### src/sv/pnci_pkg.sv
// Shared types, constants and colour functions for the palette nearest-colour block.
// Depends on nothing; the seed, cell, top level and testbench import it.
package pnci_pkg;

   localparam int SYS_LOW_COUNT = 10;
   localparam int SYS_HIGH_BASE = 246;
   localparam int SYS_COUNT     = 20;
   localparam int CELL_COUNT    = 2 * SYS_LOW_COUNT;
   localparam int DIST_W        = 10;

   typedef struct packed {
      logic [7:0] red;
      logic [7:0] green;
      logic [7:0] blue;
   } color_type;

   // data handed from one cell to the next
   typedef struct packed {
      color_type         pixel;
      logic [7:0]        best_idx;
      logic [DIST_W-1:0] best_dist;
   } stage_type;

   // system colours: entries 0..9, then entries 246..255
   function automatic color_type sys_color(input logic [4:0] k);
      color_type c;
      case (k)
         5'd0:    c = '{8'd0,   8'd0,   8'd0};
         5'd1:    c = '{8'd0,   8'd0,   8'd128};
         5'd2:    c = '{8'd0,   8'd128, 8'd0};
         5'd3:    c = '{8'd0,   8'd128, 8'd128};
         5'd4:    c = '{8'd128, 8'd0,   8'd0};
         5'd5:    c = '{8'd128, 8'd0,   8'd128};
         5'd6:    c = '{8'd128, 8'd128, 8'd0};
         5'd7:    c = '{8'd192, 8'd192, 8'd192};
         5'd8:    c = '{8'd192, 8'd220, 8'd192};
         5'd9:    c = '{8'd240, 8'd202, 8'd166};
         5'd10:   c = '{8'd240, 8'd251, 8'd255};
         5'd11:   c = '{8'd164, 8'd160, 8'd160};
         5'd12:   c = '{8'd128, 8'd128, 8'd128};
         5'd13:   c = '{8'd0,   8'd0,   8'd255};
         5'd14:   c = '{8'd0,   8'd255, 8'd0};
         5'd15:   c = '{8'd0,   8'd255, 8'd255};
         5'd16:   c = '{8'd255, 8'd0,   8'd0};
         5'd17:   c = '{8'd255, 8'd0,   8'd255};
         5'd18:   c = '{8'd255, 8'd255, 8'd0};
         5'd19:   c = '{8'd255, 8'd255, 8'd255};
         default: c = '{8'd0,   8'd0,   8'd0};
      endcase
      return c;
   endfunction

   // colour held at any palette entry
   function automatic color_type palette_color(input logic [7:0] idx);
      color_type  c;
      logic [7:0] k;
      k = 8'(idx - 8'(SYS_HIGH_BASE - SYS_LOW_COUNT));
      if (idx < 8'(SYS_LOW_COUNT)) begin
         c = sys_color(idx[4:0]);
      end else if (idx >= 8'(SYS_HIGH_BASE)) begin
         c = sys_color(k[4:0]);
      end else begin
         c.red   = {idx[7:6], 6'd0};
         c.green = {idx[5:3], 5'd0};
         c.blue  = {idx[2:0], 5'd0};
      end
      return c;
   endfunction

   function automatic logic [7:0] abs_diff(input logic [7:0] x, input logic [7:0] y);
      return (x >= y) ? 8'(x - y) : 8'(y - x);
   endfunction

   // Manhattan distance, at most 765
   function automatic logic [DIST_W-1:0] color_dist(input color_type a, input color_type b);
      return DIST_W'(abs_diff(a.red, b.red)) + DIST_W'(abs_diff(a.green, b.green))
           + DIST_W'(abs_diff(a.blue, b.blue));
   endfunction

endpackage

### src/sv/pnci_seed.sv
// Head of the chain: forms the cube candidate for a pixel and its distance.
// Depends on pnci_pkg.
module pnci_seed
   import pnci_pkg::*;
(
   input  logic      clock,
   input  logic      reset,
   input  logic      up_valid,
   output logic      up_ready,
   input  color_type up_pixel,
   output logic      down_valid,
   input  logic      down_ready,
   output stage_type down_stage
);

   logic      valid_ff, valid_in;
   stage_type stage_ff, stage_in;
   logic [7:0] cand;

   // stage holds an item until the next cell takes it
   assign up_ready = !valid_ff || down_ready;

   // candidate from the pixel's top bits
   always_comb begin
      cand               = {up_pixel.red[7:6], up_pixel.green[7:5], up_pixel.blue[7:5]};
      stage_in.pixel     = up_pixel;
      stage_in.best_idx  = cand;
      stage_in.best_dist = color_dist(palette_color(cand), up_pixel);
      valid_in           = up_ready ? up_valid : valid_ff;
   end

   always_ff @(posedge clock) begin
      if (reset) begin
         valid_ff <= 1'b0;
      end else begin
         valid_ff <= valid_in;
      end
   end

   always_ff @(posedge clock) begin
      if (up_valid && up_ready) begin
         stage_ff <= stage_in;
      end
   end

   assign down_valid = valid_ff;
   assign down_stage = stage_ff;

endmodule

### src/sv/pnci_cell.sv
// One cell of the chain: tests the item against one system colour.
// Depends on pnci_pkg.
module pnci_cell
   import pnci_pkg::*;
#(
   parameter int CELL_POS = 0
) (
   input  logic      clock,
   input  logic      reset,
   input  logic      up_valid,
   output logic      up_ready,
   input  stage_type up_stage,
   output logic      down_valid,
   input  logic      down_ready,
   output stage_type down_stage
);

   // even cells take the low system entries, odd cells the high ones
   localparam logic [4:0] SYS_K = (CELL_POS % 2 == 0) ? 5'(CELL_POS / 2)
                                : 5'(SYS_LOW_COUNT + CELL_POS / 2);
   localparam logic [7:0] PAL_IDX = (CELL_POS % 2 == 0) ? 8'(CELL_POS / 2)
                                  : 8'(SYS_HIGH_BASE + CELL_POS / 2);
   localparam color_type SYS_RGB = sys_color(SYS_K);

   logic              valid_ff, valid_in;
   stage_type         stage_ff, stage_in;
   logic [DIST_W-1:0] sys_dist;

   assign up_ready = !valid_ff || down_ready;

   // later entry wins on a tie
   always_comb begin
      sys_dist = color_dist(SYS_RGB, up_stage.pixel);
      stage_in = up_stage;
      if (up_stage.best_dist >= sys_dist) begin
         stage_in.best_dist = sys_dist;
         stage_in.best_idx  = PAL_IDX;
      end
      valid_in = up_ready ? up_valid : valid_ff;
   end

   always_ff @(posedge clock) begin
      if (reset) begin
         valid_ff <= 1'b0;
      end else begin
         valid_ff <= valid_in;
      end
   end

   always_ff @(posedge clock) begin
      if (up_valid && up_ready) begin
         stage_ff <= stage_in;
      end
   end

   assign down_valid = valid_ff;
   assign down_stage = stage_ff;

endmodule

### src/sv/palette_nearest_color_index.sv
// Maps each 24-bit pixel to the index of the nearest entry of a fixed 256-colour
// palette by Manhattan distance. One pixel is taken per clock unless the row is full
// and the output stalled; the result passes through the seed stage and then the row
// of 20 cells, one per system colour, each a register stage. Every stage has its own
// valid bit and holds only when its successor is full and stalled, so bubbles close
// up and input is refused only once the whole row is full.
// Depends on pnci_pkg, pnci_seed and pnci_cell.
module palette_nearest_color_index
   import pnci_pkg::*;
(
   input  logic       clock,
   input  logic       reset,
   input  logic       req_valid,
   output logic       req_ready,
   input  logic [7:0] req_red,
   input  logic [7:0] req_green,
   input  logic [7:0] req_blue,
   output logic       rsp_valid,
   input  logic       rsp_ready,
   output logic [7:0] rsp_palette_index
);

   logic      link_valid [CELL_COUNT+1];
   logic      link_ready [CELL_COUNT+1];
   stage_type link_stage [CELL_COUNT+1];
   color_type req_pixel;

   assign req_pixel = '{req_red, req_green, req_blue};

   // cube candidate
   pnci_seed u_seed (
      .clock      (clock),
      .reset      (reset),
      .up_valid   (req_valid),
      .up_ready   (req_ready),
      .up_pixel   (req_pixel),
      .down_valid (link_valid[0]),
      .down_ready (link_ready[0]),
      .down_stage (link_stage[0])
   );

   // system colours in the order 0,246,1,247,...,9,255
   for (genvar g = 0; g < CELL_COUNT; g++) begin : g_cell
      pnci_cell #(.CELL_POS(g)) u_cell (
         .clock      (clock),
         .reset      (reset),
         .up_valid   (link_valid[g]),
         .up_ready   (link_ready[g]),
         .up_stage   (link_stage[g]),
         .down_valid (link_valid[g+1]),
         .down_ready (link_ready[g+1]),
         .down_stage (link_stage[g+1])
      );
   end

   // last cell is the output register
   assign link_ready[CELL_COUNT] = rsp_ready;
   assign rsp_valid              = link_valid[CELL_COUNT];
   assign rsp_palette_index      = link_stage[CELL_COUNT].best_idx;

endmodule

### config.mk
export PLATFORM = sky130hd
export DESIGN_NAME = palette_nearest_color_index
export DESIGN_NICKNAME = d
export VERILOG_FILES = /design/src/sv/pnci_pkg.sv /design/src/sv/pnci_seed.sv /design/src/sv/pnci_cell.sv /design/src/sv/palette_nearest_color_index.sv
export SDC_FILE = /design/constraint.sdc
export NUM_CORES = 2
export LEC_CHECK = 0
export ABC_AREA = 1
export BUFFER_PORTS_ARGS = -buffer_cell sky130_fd_sc_hd__buf_2
export CORE_AREA = 2 2 496 498
export DETAILED_ROUTE_END_ITERATION = 16
export DIE_AREA = 0 0 498 500
export PLACE_DENSITY_LB_ADDON = 0.15
export SLEW_MARGIN = 20
export SYNTH_ARGS = -nofsm -noshare
export SYNTH_HDL_FRONTEND = slang
export SYNTH_HIERARCHICAL = 1
export SYNTH_SLANG_ARGS = --single-unit
export TNS_END_PERCENT = 100
### constraint.sdc
create_clock -name clock -period 12.9 [get_ports clock]
set_input_delay 0.645 -clock clock [delete_from_list [all_inputs] [get_ports clock]]
set_output_delay 0.645 -clock clock [all_outputs]
set_load 0.01 [all_outputs]
Word level (Yosys, flattened, before mapping) --
Memory sizes are Yosys's and may differ from the RTL's. Cells that the tools add are included.
Cells by class: add/sub/neg operators 148, $lt $le $gt $ge 85, muxes and demuxes 84, reduce and logical (&&, ||, !) cells 63
Operators with widths (number):
- two-way mux 8 bit | 63
- greater-or-equal comparator 8 bit, first input constant | 39
- subtractor 8 bit, first input constant | 39
- subtractor 8 bit, second input constant | 39
- adder 10 x 8 -> 10 bit | 21
- greater-or-equal comparator 10 bit | 20
- two-way mux 10 bit | 19
- adder 8 x 8 -> 9 bit | 21
- greater-or-equal comparator 1 x 8 -> 1 bit, first input constant | 21
- subtractor 1 x 8 -> 8 bit, first input constant | 21
- two-way mux 24 bit | 2
- subtractor 8 bit | 6
- greater-or-equal comparator 8 bit | 3
- logical AND 1 bit | 21
- logical NOT 1 bit | 21
- logical OR 1 bit | 21
- greater-or-equal comparator 8 bit, second input constant | 1
- < comparator 8 x 4 -> 1 bit, second input constant | 1
- subtractor 5 x 4 -> 5 bit, second input constant | 1
Word-level totals: flip-flop bits (word level) 869, ROM bits 1536, input port bits 28, output and inout port bits 10, logic and storage cells 504, memories kept 2
Memory list:
- (no name shown) | depth 32, width 24, rd ports 1, clocked after Yosys merged registers in 0, wr ports 0, line pnci_pkg.sv:27 | case (k)
- (no name shown) | depth 32, width 24, rd ports 1, clocked after Yosys merged registers in 0, wr ports 0, line pnci_pkg.sv:27

Logic depth before layout (Yosys ltp) --
word-level depth 23, gate-level depth with buffers 43, mapped depth without buffers 43

Cells and area by module --
The synthesis kept the hierarchy.
By module, submodules not included:
- pnci_seed | times used 1, cells an instance 845, area an instance 5392.7 sq um, sequential area each 1041.0 sq um
- pnci_cell at g_cell[18].u_cell | times used 1, cells an instance 396, area an instance 3358.2 sq um, sequential area each 1281.2 sq um
- pnci_cell at g_cell[3].u_cell | times used 1, cells an instance 371, area an instance 3199.3 sq um, sequential area each 1281.2 sq um
- pnci_cell at g_cell[16].u_cell | times used 1, cells an instance 353, area an instance 3074.2 sq um, sequential area each 1281.2 sq um
- pnci_cell at g_cell[14].u_cell | times used 1, cells an instance 320, area an instance 2955.3 sq um, sequential area each 1281.2 sq um
- pnci_cell at g_cell[5].u_cell | times used 1, cells an instance 333, area an instance 2896.5 sq um, sequential area each 1281.2 sq um
- pnci_cell at g_cell[10].u_cell | times used 1, cells an instance 322, area an instance 2891.5 sq um, sequential area each 1281.2 sq um
- pnci_cell at g_cell[12].u_cell | times used 1, cells an instance 323, area an instance 2891.5 sq um, sequential area each 1281.2 sq um
- pnci_cell at g_cell[6].u_cell | times used 1, cells an instance 322, area an instance 2889.0 sq um, sequential area each 1281.2 sq um
- pnci_cell at g_cell[1].u_cell | times used 1, cells an instance 300, area an instance 2811.4 sq um, sequential area each 1281.2 sq um
- pnci_cell at g_cell[2].u_cell | times used 1, cells an instance 294, area an instance 2765.2 sq um, sequential area each 1281.2 sq um
- pnci_cell at g_cell[8].u_cell | times used 1, cells an instance 297, area an instance 2765.2 sq um, sequential area each 1281.2 sq um
- pnci_cell at g_cell[4].u_cell | times used 1, cells an instance 291, area an instance 2747.6 sq um, sequential area each 1281.2 sq um
- pnci_cell at g_cell[0].u_cell | times used 1, cells an instance 281, area an instance 2663.8 sq um, sequential area each 1281.2 sq um
- +7 rows

Worst setup path before layout --
No wires, ideal clock.
kind input port to flip-flop, from in rsp_ready, to reg g_cell[0].u_cell.stage_ff (netlist bit g_cell[0].u_cell/down_stage[0]), enable pin, setup time 455 ps, arrival 4774 ps, required time 12445 ps, path slack 7671 ps, cell stages on the path 40, buffers on the path 0, cell sequence inv_1 nand2_1 inv_1 nand2_1 inv_1 nand2_1 inv_1 nand2_1 inv_1 nand2_1 inv_1 nand2_1 inv_1 nand2_1 inv_1 nand2_1 inv_1 nand2_1 [4 not listed] inv_1 nand2_1 inv_1 nand2_1 inv_1 nand2_1 inv_1 nand2_1 inv_1 nand2_1 inv_1 nand2_1 inv_1 nand2_1 inv_1 nand2_1 inv_1 a21oi_1
RTL lines:
- start, declared | line palette_nearest_color_index.sv:19 | input logic rsp_ready,
- end signal, assigned | line pnci_cell.sv:52 | stage_ff <= stage_in;
- end, declared | line pnci_cell.sv:26 | stage_type stage_ff, stage_in;

==> impl_results.md <==
* Status: complete, no violations
* Crit-path slowest cell: dfxtp_1
* CTS root buffer: clkbuf_16
* Final worst-path cycle share at 0.476
* First-pass GRT wire length at 246 mm
* Synth Net Count at 7,414
* Number of hold buffers added after cts at 0
* Postcts setup bufs at 0
* Die footprint at about 250,000 um2
* Vias in the first global route at between 40k and 50k
* Dpl cell area at 63,500 um2
* CTS Sinks at 861
* Setup violations, final at 0
* Total track usage at 0.127
* Num CTS Buffers at approximately 110
* Ports at 38
* Max_cap viols at 0
* DR DRC count at 0
* WHS Path Cells at 1
* Clock latency at the later pin of the worst-skew pair at 760 ps
* Mapped Area at 59,600 um2
* CP max FO at 3
* Final Hold Vio Count at 0
* Core area at 244,000 um2
* CP startpoint: g_cell[19].u_cell/down_valid
* CP peak stage delay at roughly 340 ps
* Crit path DAT at 5500 ps
* FF-to-FF Start: g_cell[17].u_cell/down_stage[18]
* Post-route design area at between 60,000 and 70,000 um2
* Rows at 182
* Worst Setup Path Type: flop to primary output
* Most frequent cells in the layout: nand2_1, inv_1, edfxtp_1, ha_1, nor2_1
* Place WS at between 6000 and 7000 ps
* I/O Buffers at 37
* Largest net degree at the start of global routing at 43
* CTS tree: built
* DPL Wire Length at 127 mm
* Routed WL at approximately 160 mm
* Chip height at 500 um
* Critical Path RT at approximately 12,000 ps
* Worst min-delay path endpoint: u_seed/down_stage[38]
* Minimum clock period at between 6000 and 7000 ps
* Via count at 41.6k
* Vias/cell at 4.12
* F_max at approximately 160 MHz
* Detail Route Antenna Nets at 0
* Initial cell density of the core at 0.244
* Min-Delay Path Class: primary input to flop
* Antenna violations before repair at 11
* Cell mode on critical path: nand2_1
* DR WL/cell at 15.6 um
* Setup crit end kind: primary output
* Clock-pin slew on the worst setup and hold paths at 60 ps
* Chip Width at 498 um
* Worst r2r path cells at 20
* Final GP Congestion at approximately 0.82
* Hold_sp: req_red[4]
* Yosys warnings at 6
* Maximum VDD drop at between 150 and 200 uV
* Layout area overhead at 12.5%
* Setup tns final at 0 ps
* Final WS setup at 6760 ps
* Unrepaired setup endpoints after global routing: false
* Actual slew at the worst max-slew pin at 651 ps
* Share of layout cells above drive strength 1 at 0.0805
* RR Endpoint: g_cell[18].u_cell/down_stage[10]
* Startpoint types: flop
* DRT iter0 DRCs at 2,227
* TritonRoute pass-1 iters at 7
* Rel. slew slack at 0.561
* Syn Area/Cell at about 8.9 um2
* Gr ovfl total at 0
* NumNets Final at 7,496
* Cells after Synth at between 6k and 7k
* CTS H-tree depth at 3
* Clk_skew at just under 60 ps
* # fillers at around 26k
* Pwr dens at 109 nW/um2
* Post-CTS sizing at 0
* Max Slew Vio Count at 0
* Commonest non-fill, non-tap cell in the layout: nand2_1
* Pleak at between 30 and 40 nW
* Longest Clk Path Bufs at 3
* Worst R2R Setup Slack at roughly 7600 ps
## power by group
part           switching, mW  internal, mW  total, mW  leakage [nW]
registers             0.0654          3.15       3.22          7.77
clock network           1.30          1.72       3.03          1.69
logic                  0.704         0.383       1.09          21.7
## how the worst max path moves through the flow
stage / endpoint / depth (start not counted)
2_1_floorplan: g_cell[0].u_cell/down_stage[0] / 40
3_3_place_gp: u_seed/down_stage[9] / 26
3_5_place_dp: u_seed/down_stage[7] / 27
4_1_cts: req_ready / 42
5_1_grt: req_ready / 42
6_report: req_ready / 42
## stage by stage
| step | util | instances | hold slack, ps | power (mW) |
|---|---|---|---|---|
| after floorplan | - | 6710 | 426 | 4.09 |
| after global placement | 0.260 | 9905 | 434 | 4.38 |
| after detailed placement | 0.260 | 9905 | 438 | 4.38 |
| after CTS | 0.274 | 10100 | 21.0 | 7.50 |
| after global routing | 0.274 | 10100 | 53.0 | 7.75 |
| final | 0.274 | 10100 | 103 | 7.34 |
## worst max-delay path, delay by kind of cell, from the launching register on
kind,cells,cell delay (ps)
buf+inv,21,2520
simple gates,21,1890
flops,1,340
## sequential cells by signal (all words and copies together), names as in the netlist
name,count
g_cell.u_cell/down_stage,806
u_seed/down_stage,34
g_cell.u_cell/down_valid,20
u_seed/down_valid,1
## area by class of cell
class	instances	area (um2)	share of cell area
tap	3220	4030	0.0601
antenna	3	7.51	0.000112
multi-input combinational	4246	27800	0.414
clock buffer	116	2730	0.0408
clock inverter	81	791	0.0118
timing repair buffer	58	343	0.00512
sequential	861	25600	0.383
inverter	1520	5710	0.0852
## per-layer routing
metal	track usage	wire length [um]	vias up
li1	-	-	21400
met1	0.161	71600	19400
met2	0.219	75500	568
met3	0.0184	4960	230
met4	0.0456	5740	6
met5	0	25	-
(Power assumes the default switching activity.)
